<file path="config.mk">
export PLATFORM = sky130hd
export DESIGN_NAME = tlv_frame_crc_validator_top
export DESIGN_NICKNAME = d
export VERILOG_FILES = /design/src/hw/rtl/tfcv_pkg.sv /design/src/hw/rtl/tlv_frame_crc_validator_top.sv /design/src/hw/rtl/tfcv_byte_tracker.sv /design/src/hw/rtl/tfcv_status_eval.sv
export SDC_FILE = /design/constraint.sdc
export NUM_CORES = 1
export LEC_CHECK = 0
export BUFFER_PORTS_ARGS = -buffer_cell sky130_fd_sc_hd__buf_2
export CAP_MARGIN = 0
export CORE_ASPECT_RATIO = 0.6
export CORE_UTILIZATION = 62
export CTS_CLUSTER_SIZE = 10
export DETAILED_ROUTE_END_ITERATION = 8
export PLACE_DENSITY = 0.81
export SETUP_SLACK_MARGIN = 0.5
export SLEW_MARGIN = 20
export SYNTH_ARGS = -nofsm -noshare
export SYNTH_HDL_FRONTEND = slang
export SYNTH_SLANG_ARGS = --single-unit
</file>
<file path="constraint.sdc">
create_clock -name clk -period 5.36 [get_ports clk]
set_input_delay 0.536 -clock clk [delete_from_list [all_inputs] [get_ports clk]]
set_output_delay 0.536 -clock clk [all_outputs]
set_load 0.005 [all_outputs]
</file>
<file path="src/hw/rtl/tfcv_pkg.sv">
// Package for the TLV frame CRC validator.
// Holds the status codes, the frame state record, header constants and the CRC_A byte step.
// No dependencies.
`default_nettype none

package tfcv_pkg;

  localparam int MAX_FRAME_DEF = 4096;
  localparam int MINLEN_W      = 13;
  localparam logic [MINLEN_W-1:0] MIN_LEN_RESET = 13'd2000;
  // Width for position compares against inner length plus offsets.
  localparam int CMP_W = 18;

  localparam logic [15:0] CRC_INIT    = 16'h6363;
  localparam logic [7:0]  OUTER_TAG0  = 8'h0E;
  localparam logic [7:0]  LONG_FORM   = 8'h82;
  localparam logic [7:0]  INNER_TAG0  = 8'h39;
  localparam logic [7:0]  CRC_TAG0    = 8'h0C;
  localparam logic [7:0]  CRC_TAG_LEN = 8'h02;

  // Header flag bit positions.
  localparam int FL_OUTER = 0;
  localparam int FL_INNER = 1;
  localparam int FL_CTAG  = 2;
  localparam int FL_CDONE = 3;

  typedef enum logic [2:0] {
    ST_OK       = 3'd0,
    ST_SHORT    = 3'd1,
    ST_LEN      = 3'd2,
    ST_INNER    = 3'd3,
    ST_CRCTAG   = 3'd4,
    ST_CRCBAD   = 3'd5,
    ST_OVERLONG = 3'd6
  } status_t;

  typedef struct packed {
    logic [15:0] outer_len;
    logic [15:0] inner_len;
    logic [15:0] crc;
    logic [15:0] rx_crc;
    logic [3:0]  flags;
    logic        overflow;
  } frame_st_t;

  localparam frame_st_t FRAME_CLEAR = '{
    outer_len: 16'h0000, inner_len: 16'h0000, crc: CRC_INIT,
    rx_crc: 16'h0000, flags: 4'h0, overflow: 1'b0
  };

  // One byte of the reflected CCITT CRC (poly 0x8408), table-free form.
  function automatic logic [15:0] crc_a_byte(input logic [15:0] crc, input logic [7:0] b);
    logic [7:0] d;
    d = b ^ crc[7:0];
    d = d ^ {d[3:0], 4'b0000};
    return {d, crc[15:8]} ^ {12'h000, d[7:4]} ^ {5'b00000, d, 3'b000};
  endfunction

endpackage

`default_nettype wire

</file>
<file path="src/hw/rtl/tlv_frame_crc_validator_top.sv">
// Top level of the TLV frame CRC validator: input register, byte tracker, status and result register.
// Depends on tfcv_pkg, tfcv_byte_tracker and tfcv_status_eval.
//
//   channel  | handshake            | payload
//   ---------+----------------------+-----------------------------------------
//   in       | in_valid / in_ready  | data_byte[7:0], last
//   out      | out_valid / out_ready| status[2:0], crc_value[15:0], payload_len[15:0]
//   cfg      | cfg_wr_en            | cfg_wr_data[12:0] (min_frame_len)
//
// Each byte beat is accepted into an input register and folded into the frame state in
// the following cycle unless a last byte waits on a stalled result, so the block sustains
// one byte per cycle while no result stalls. The result beat for a frame is loaded into
// the result register when its last byte moves on from the input register. Reset is
// synchronous and clears the frame state and sets min_frame_len to 2000; no clearing pass
// is needed. A stalled result only holds up a following last byte: the input register
// then keeps its beat and in_ready falls until out_ready is seen.
`default_nettype none

module tlv_frame_crc_validator_top
  import tfcv_pkg::*;
#(
  parameter int MAX_FRAME = MAX_FRAME_DEF
) (
  input  wire logic                clk,
  input  wire logic                rst,
  input  wire logic                in_valid,
  output logic                     in_ready,
  input  wire logic [7:0]          data_byte,
  input  wire logic                last,
  output logic                     out_valid,
  input  wire logic                out_ready,
  output logic [2:0]               status,
  output logic [15:0]              crc_value,
  output logic [15:0]              payload_len,
  input  wire logic                cfg_wr_en,
  input  wire logic [MINLEN_W-1:0] cfg_wr_data
);

  localparam int POS_W = $clog2(MAX_FRAME + 1);

  // Input register holding one byte beat.
  logic                s1_valid;
  logic [7:0]          s1_byte;
  logic                s1_last;
  logic                s1_fire;
  logic [MINLEN_W-1:0] min_frame_len;

  frame_st_t           upd;
  logic [POS_W-1:0]    upd_pos;
  status_t             frame_status;

  // A byte that ends a frame may only move on when the result register is free or
  // being emptied in this cycle; other bytes move on at once.
  assign s1_fire  = s1_valid && (!s1_last || !out_valid || out_ready);
  assign in_ready = !s1_valid || s1_fire;

  always_ff @(posedge clk) begin
    if (rst) begin
      s1_valid <= 1'b0;
    end else if (in_ready) begin
      s1_valid <= in_valid;
    end
  end

  always_ff @(posedge clk) begin
    if (in_valid && in_ready) begin
      s1_byte <= data_byte;
      s1_last <= last;
    end
  end

  always_ff @(posedge clk) begin
    if (rst) begin
      min_frame_len <= MIN_LEN_RESET;
    end else if (cfg_wr_en) begin
      min_frame_len <= cfg_wr_data;
    end
  end

  tfcv_byte_tracker #(
    .MAX_FRAME (MAX_FRAME),
    .POS_W     (POS_W)
  ) u_tracker (
    .clk       (clk),
    .rst       (rst),
    .byte_en   (s1_fire),
    .data_byte (s1_byte),
    .last      (s1_last),
    .upd       (upd),
    .upd_pos   (upd_pos)
  );

  tfcv_status_eval #(
    .POS_W (POS_W)
  ) u_status (
    .st      (upd),
    .n       (upd_pos),
    .min_len (min_frame_len),
    .status  (frame_status)
  );

  // Result register: loaded from the state as it stands after the last byte.
  always_ff @(posedge clk) begin
    if (rst) begin
      out_valid <= 1'b0;
    end else if (s1_fire && s1_last) begin
      out_valid <= 1'b1;
    end else if (out_ready) begin
      out_valid <= 1'b0;
    end
  end

  always_ff @(posedge clk) begin
    if (s1_fire && s1_last) begin
      status      <= frame_status;
      crc_value   <= upd.crc;
      payload_len <= upd.inner_len;
    end
  end

endmodule

`default_nettype wire

</file>
<file path="src/hw/rtl/tfcv_byte_tracker.sv">
// Per-frame state registers and the per-byte update of the frame validator.
// Depends on tfcv_pkg.
`default_nettype none

module tfcv_byte_tracker
  import tfcv_pkg::*;
#(
  parameter int MAX_FRAME = MAX_FRAME_DEF,
  parameter int POS_W     = $clog2(MAX_FRAME + 1)
) (
  input  wire logic             clk,
  input  wire logic             rst,
  input  wire logic             byte_en,
  input  wire logic [7:0]       data_byte,
  input  wire logic             last,
  output frame_st_t             upd,
  output logic      [POS_W-1:0] upd_pos
);

  frame_st_t        state, state_next;
  logic [POS_W-1:0] pos, pos_next;
  logic [CMP_W-1:0] p_ext, crc_at;

  // The stored inner length serves here: while bytes 6 and 7 bring it in, the
  // position is still below 8 and so below any CRC TLV start.
  assign p_ext  = CMP_W'(pos);
  assign crc_at = CMP_W'(state.inner_len) + CMP_W'(8);

  always_comb begin
    upd     = state;
    upd_pos = pos;
    if (pos == POS_W'(MAX_FRAME)) begin
      upd.overflow = 1'b1;
    end else begin
      upd_pos = pos + POS_W'(1);
      if (p_ext == CMP_W'(0)) begin
        if (data_byte == OUTER_TAG0) upd.flags[FL_OUTER] = 1'b1;
      end else if (p_ext == CMP_W'(1)) begin
        if (data_byte != LONG_FORM) upd.flags[FL_OUTER] = 1'b0;
      end else if (p_ext == CMP_W'(2)) begin
        upd.outer_len = {data_byte, 8'h00};
      end else if (p_ext == CMP_W'(3)) begin
        upd.outer_len[7:0] = data_byte;
      end else if (p_ext == CMP_W'(4)) begin
        if (data_byte == INNER_TAG0) upd.flags[FL_INNER] = 1'b1;
      end else if (p_ext == CMP_W'(5)) begin
        if (data_byte != LONG_FORM) upd.flags[FL_INNER] = 1'b0;
      end else if (p_ext == CMP_W'(6)) begin
        upd.inner_len = {data_byte, 8'h00};
      end else if (p_ext == CMP_W'(7)) begin
        upd.inner_len[7:0] = data_byte;
      end

      if (p_ext >= CMP_W'(4) && p_ext < crc_at)
        upd.crc = crc_a_byte(state.crc, data_byte);

      if (p_ext >= CMP_W'(8)) begin
        if (p_ext == crc_at) begin
          if (data_byte == CRC_TAG0) upd.flags[FL_CTAG] = 1'b1;
        end else if (p_ext == crc_at + CMP_W'(1)) begin
          if (data_byte != CRC_TAG_LEN) upd.flags[FL_CTAG] = 1'b0;
        end else if (p_ext == crc_at + CMP_W'(2)) begin
          upd.rx_crc = {data_byte, 8'h00};
        end else if (p_ext == crc_at + CMP_W'(3)) begin
          upd.rx_crc[7:0]     = data_byte;
          upd.flags[FL_CDONE] = 1'b1;
        end
      end
    end
  end

  always_comb begin
    state_next = state;
    pos_next   = pos;
    if (byte_en) begin
      state_next = last ? FRAME_CLEAR : upd;
      pos_next   = last ? '0 : upd_pos;
    end
  end

  always_ff @(posedge clk) begin
    if (rst) begin
      state <= FRAME_CLEAR;
      pos   <= '0;
    end else begin
      state <= state_next;
      pos   <= pos_next;
    end
  end

endmodule

`default_nettype wire

</file>
<file path="src/hw/rtl/tfcv_status_eval.sv">
// End-of-frame status decision for the frame validator.
// Depends on tfcv_pkg.
`default_nettype none

module tfcv_status_eval
  import tfcv_pkg::*;
#(
  parameter int POS_W = $clog2(MAX_FRAME_DEF + 1)
) (
  input  frame_st_t                  st,
  input  wire logic [POS_W-1:0]      n,
  input  wire logic [MINLEN_W-1:0]   min_len,
  output status_t                    status
);

  logic [CMP_W-1:0] n_ext;

  assign n_ext = CMP_W'(n);

  // Checks are taken in priority order; the first failure wins.
  always_comb begin
    priority if (st.overflow)
      status = ST_OVERLONG;
    else if (n_ext < CMP_W'(min_len) || n_ext < CMP_W'(2) || !st.flags[FL_OUTER])
      status = ST_SHORT;
    else if (n_ext != CMP_W'(st.outer_len) + CMP_W'(4))
      status = ST_LEN;
    else if (n_ext < CMP_W'(8) || !st.flags[FL_INNER])
      status = ST_INNER;
    else if (!st.flags[FL_CDONE] || !st.flags[FL_CTAG])
      status = ST_CRCTAG;
    else if (st.crc != st.rx_crc)
      status = ST_CRCBAD;
    else
      status = ST_OK;
  end

endmodule

`default_nettype wire

</file>
==> run_summary.xml <==
<?xml version="1.0" encoding="UTF-8"?>
<metrics>
  <group name="setup_path">
    <metric name="cp-start-kind" unit="">flip-flop</metric>
    <metric name="regToRegStartpoint" unit="">u_tracker.pos[0]</metric>
    <metric name="cp.required" unit="ns">5.54</metric>
    <metric name="crit_path_launch" unit="">u_tracker.pos[0]</metric>
    <metric name="crit_type" unit="">flip-flop to flip-flop</metric>
    <metric name="reg2reg_depth" unit="">14</metric>
    <metric name="worstPathMaxFanout" unit="">9</metric>
    <metric name="worst-r2r-setup-slack" unit="ns">0.58</metric>
    <metric name="cp_data_arrival_time" unit="ns">4.96</metric>
    <metric name="regToRegEndpoint" unit="">status[1]</metric>
    <metric name="crit_path_end_kind" unit="">flip-flop</metric>
    <metric name="timing.critical_path.to" unit="">status[1]</metric>
  </group>
  <group name="pwr">
    <metric name="intPower" unit="mW">1.89</metric>
    <metric name="clkPwrFrac" unit="%">47.8</metric>
    <metric name="pwr_density_cell" unit="nW/um^2">229</metric>
    <metric name="total_switching_power" unit="mW">0.704</metric>
    <metric name="ir_drop" unit="uV">198</metric>
    <metric name="power_leakage" unit="nW">4.43</metric>
    <metric name="combPwrFrac" unit="%">8.1</metric>
    <metric name="sequentialPowerShare" unit="%">44.1</metric>
    <metric name="sw_frac_of_total" unit="%">27.1</metric>
  </group>
  <group name="final_layout">
    <metric name="nets" unit="">1291</metric>
    <metric name="syn_to_final_growth" unit="%">13.0</metric>
    <metric name="fill_cells" unit="">1204</metric>
    <metric name="diodes" unit="">0</metric>
    <metric name="post_route_cells_drive_above_1_share" unit="%">15.3</metric>
  </group>
  <group name="clock_tree">
    <metric name="clockRootBuffer" unit="">sky130_fd_sc_hd__clkbuf_16</metric>
    <metric name="numCtsBuffers" unit="">17</metric>
    <metric name="clkLatencyLatePin" unit="ns">0.43</metric>
    <metric name="cts_sinks" unit="">141</metric>
    <metric name="htree_num_levels" unit="">4</metric>
    <metric name="post_cts_hold_buffer_count" unit="">0</metric>
    <metric name="path_clk_slew" unit="ns">0.07</metric>
    <metric name="clock_path_buffers" unit="">2</metric>
    <metric name="cts_tree" unit="">yes</metric>
  </group>
  <group name="detailed_routing">
    <metric name="final_antenna_net_count" unit="">0</metric>
    <metric name="wire_per_inst" unit="um">22.5</metric>
    <metric name="routed_wl" unit="um">32400</metric>
    <metric name="num_vias" unit="">9715</metric>
    <metric name="drt_pass1_iterations" unit="">9</metric>
    <metric name="route.detailed.vias_per_inst" unit="">6.73</metric>
    <metric name="detailed_route_iter0_violations" unit="">1418</metric>
    <metric name="drc" unit="">5</metric>
  </group>
  <group name="die">
    <metric name="die_w" unit="um">166</metric>
    <metric name="die_h" unit="um">100</metric>
    <metric name="num_ports" unit="">64</metric>
    <metric name="start_util" unit="%">64.4</metric>
    <metric name="row_count" unit="">35</metric>
    <metric name="die-area" unit="sq um">16700</metric>
    <metric name="design.core.area" unit="sq um">15500</metric>
  </group>
  <group name="timing">
    <metric name="final_max_slew_viol_count" unit="">0</metric>
    <metric name="grt_setup_unrepaired" unit="">false</metric>
    <metric name="fmax" unit="MHz">209</metric>
    <metric name="worst_slew_pin_slew" unit="ns">1.00</metric>
    <metric name="period_share" unit="%">89.3</metric>
    <metric name="finalHoldViolations" unit="">0</metric>
    <metric name="final_tns_setup" unit="ns">0</metric>
    <metric name="layout_setup_ws" unit="ns">0.576</metric>
    <metric name="worst_clock_skew" unit="ns">0.0171</metric>
    <metric name="min_period" unit="ns">4.78</metric>
    <metric name="number_of_failing_setup_endpoints_in_the_final_timing_report" unit="">0</metric>
    <metric name="slew_headroom" unit="%">32.6</metric>
  </group>
  <group name="logic_synthesis">
    <metric name="ys_dominant_reg_cell" unit="">sky130_fd_sc_hd__dfxtp_1</metric>
    <metric name="yosys_warnings" unit="">0</metric>
    <metric name="synth.top_cell.area_share" unit="%">19.4</metric>
    <metric name="synth.distinct_cells" unit="">85</metric>
    <metric name="mappedNetlistNets" unit="">1247</metric>
    <metric name="synth_area_leaders" unit="">sky130_fd_sc_hd__dfxtp_1 (19%), sky130_fd_sc_hd__edfxtp_1 (13%), sky130_fd_sc_hd__xnor2_1 (5.9%)</metric>
    <metric name="synth_largest_area_cell" unit="">sky130_fd_sc_hd__dfxtp_1</metric>
    <metric name="netlist_instances" unit="">1184</metric>
    <metric name="synth.cell_area" unit="sq um">10000</metric>
    <metric name="synthTopCellsByCount" unit="">sky130_fd_sc_hd__nor2_1 (132), sky130_fd_sc_hd__dfxtp_1 (97), sky130_fd_sc_hd__nand2_1 (79)</metric>
    <metric name="synthesis.area_per_instance" unit="sq um">8.46</metric>
    <metric name="synth_edf_count" unit="">44</metric>
    <metric name="async_flop_share" unit="%">0</metric>
    <metric name="postSynthRegisterBits" unit="">141</metric>
    <metric name="synthMostInstantiatedCell" unit="">sky130_fd_sc_hd__nor2_1</metric>
    <metric name="synth_seq_area_share" unit="%">32.6</metric>
  </group>
  <group name="status">
    <metric name="run_status" unit="">complete, but fails checks</metric>
    <metric name="failed_checks" unit="">design-rule violations</metric>
  </group>
  <group name="grt">
    <metric name="gr-usage-all-layers" unit="%">39.3</metric>
    <metric name="groute.layer.met3.usage" unit="%">10.5</metric>
    <metric name="antenna_found_initial" unit="">0</metric>
    <metric name="grtUsageMet1" unit="%">59.2</metric>
    <metric name="gr-total-overflow" unit="">0</metric>
    <metric name="grt_busiest_layer" unit="">met1</metric>
    <metric name="via_count_of_the_first_global_routing_pass" unit="">8567</metric>
    <metric name="grt_start_max_net_pins" unit="">84</metric>
    <metric name="global_route.usage.met2" unit="%">54.7</metric>
    <metric name="grt_pass1_wl" unit="um">50200</metric>
  </group>
  <group name="placement">
    <metric name="place.gp.congestion" unit="">1.06</metric>
    <metric name="detailed_place_hpwl" unit="um">23300</metric>
    <metric name="preCtsSetupSlack" unit="ns">0.408</metric>
    <metric name="placement.io_buffers" unit="">63</metric>
  </group>
  <group name="hold_path">
    <metric name="min-delay-path-class" unit="">primary input to flip-flop</metric>
  </group>
  <group name="job">
    <metric name="drv.max_cap_violation_count" unit="">0</metric>
  </group>
</metrics>
==> cell type report <==
type	count	area, sq um	share of cell area, %
flip-flops and latches	141	3270	28.9
repair buffers	103	619	5.47
clock buffers	19	464	4.10
well taps	203	254	2.24
inverters	56	210	1.86
multi-input cells	909	6360	56.2
clock inverters	13	140	1.24
==> sequential cells by signal (all words and copies together), names as in the netlist <==
register         cells
min_frame_len       13
payload_len         16
u_tracker.pos       13
s1_last              1
crc_value           16
s1_byte              8
s1_valid             1
u_tracker.state     69
status               3
out_valid            1
==> metrics by stage <==
stage | power, mW | cell area (sq um) | std cells | util (%) | hold WS, ns
after floorplan | 1.29 | 10000 | 1184 | - | 0.432
after global placement | 1.36 | 10600 | 1411 | 68.0 | 0.438
final | 2.59 | 11300 | 1444 | 72.8 | 0.288
after CTS | 2.58 | 11200 | 1443 | 72.0 | 0.282
after global routing | 2.65 | 11300 | 1444 | 72.8 | 0.280
after detailed placement | 1.36 | 10600 | 1411 | 68.0 | 0.446
==> per-layer routing <==
layer | up-vias | share of wire, %
li1 | 4436 | -
met1 | 4525 | 45
met2 | 679 | 39
met3 | 75 | 14
met4 | 0 | 2.0
met5 | - | 0
==> worst max-delay path, cell delays in order (launching register included) <==
cell                       delay (ns)
sky130_fd_sc_hd__dfxtp_1         0.47
sky130_fd_sc_hd__inv_1           0.18
sky130_fd_sc_hd__ha_1            0.30
sky130_fd_sc_hd__nor4_1          0.32
sky130_fd_sc_hd__and4_1          0.33
sky130_fd_sc_hd__and2_1          0.35
sky130_fd_sc_hd__a22o_1          0.32
sky130_fd_sc_hd__nor4bb_1        0.61
sky130_fd_sc_hd__o21ai_0         0.33
sky130_fd_sc_hd__xnor2_1         0.23
sky130_fd_sc_hd__a211o_1         0.24
sky130_fd_sc_hd__nor4b_1         0.40
sky130_fd_sc_hd__buf_4           0.21
sky130_fd_sc_hd__nand2_1         0.05
sky130_fd_sc_hd__a21o_1          0.18
==> power by group through the flow <==
stage | Combinational [mW] | Clock (mW) | Sequential (mW)
2_1_floorplan | 0.133 | 0 | 1.15
3_3_place_gp | 0.194 | 0 | 1.17
3_5_place_dp | 0.197 | 0 | 1.17
4_1_cts | 0.199 | 1.24 | 1.14
5_1_grt | 0.223 | 1.29 | 1.15
6_report | 0.209 | 1.24 | 1.14
==> cell families (layout without fill, tap and decap cells) <==
family                   count (synthesis)  count (layout)  synth area share [%]
AND/OR/NAND/NOR                        436             436                  22.4
buffers and inverters                  134             191                  5.27
flip-flops                             141             141                  32.6
XOR/XNOR                               113             113                  11.1
adder cells (fa/ha/maj)                 36              36                  4.50
AO/OA/AOI/OAI                          289             289                  20.5
multiplexers                            35              35                  3.65
==> worst min-delay path by stage <==
| stage | start | end | slack (ns) | cells after the start |
|---|---|---|---|---|
| floorplan | u_tracker.state[0] | u_tracker.state[0] | 0.43 | 1 |
| finish | data_byte[6] | s1_byte[6] | 0.29 | 1 |
| global route | data_byte[6] | s1_byte[6] | 0.28 | 1 |
| detailed placement | u_tracker.state[0] | u_tracker.state[0] | 0.45 | 1 |
| global placement | u_tracker.state[0] | u_tracker.state[0] | 0.44 | 1 |
| CTS | data_byte[6] | s1_byte[6] | 0.28 | 1 |
==> placed cells by master, fill, tap and decap left out, types with 21 or more instances in the layout <==
master | Yosys | layout
sky130_fd_sc_hd__nand2_1 | 79 | 77
sky130_fd_sc_hd__xnor2_1 | 68 | 66
sky130_fd_sc_hd__dfxtp_1 | 97 | 92
sky130_fd_sc_hd__inv_1 | 56 | 56
sky130_fd_sc_hd__a21oi_1 | 51 | 51
sky130_fd_sc_hd__edfxtp_1 | 44 | 44
sky130_fd_sc_hd__buf_4 | 2 | 39
sky130_fd_sc_hd__ha_1 | 36 | 36
sky130_fd_sc_hd__o21ai_0 | 25 | 24
sky130_fd_sc_hd__nand3_1 | 53 | 51
sky130_fd_sc_hd__buf_2 | 8 | 63
sky130_fd_sc_hd__xor2_1 | 36 | 34
sky130_fd_sc_hd__nor2_1 | 132 | 130
sky130_fd_sc_hd__and3_1 | 23 | 23
sky130_fd_sc_hd__nand4_1 | 21 | 21
sky130_fd_sc_hd__a22oi_1 | 74 | 74
==> timing repair <==
| action | 4_1_cts | 5_1_grt |
|---|---|---|
| buffers inserted | 0 | 1 |
| resized for setup | 5 | 24 |
| setup endpoints to repair | 1 | 2 |
| pin swaps | 0 | 2 |
Power figures use the tool's default switching activity.
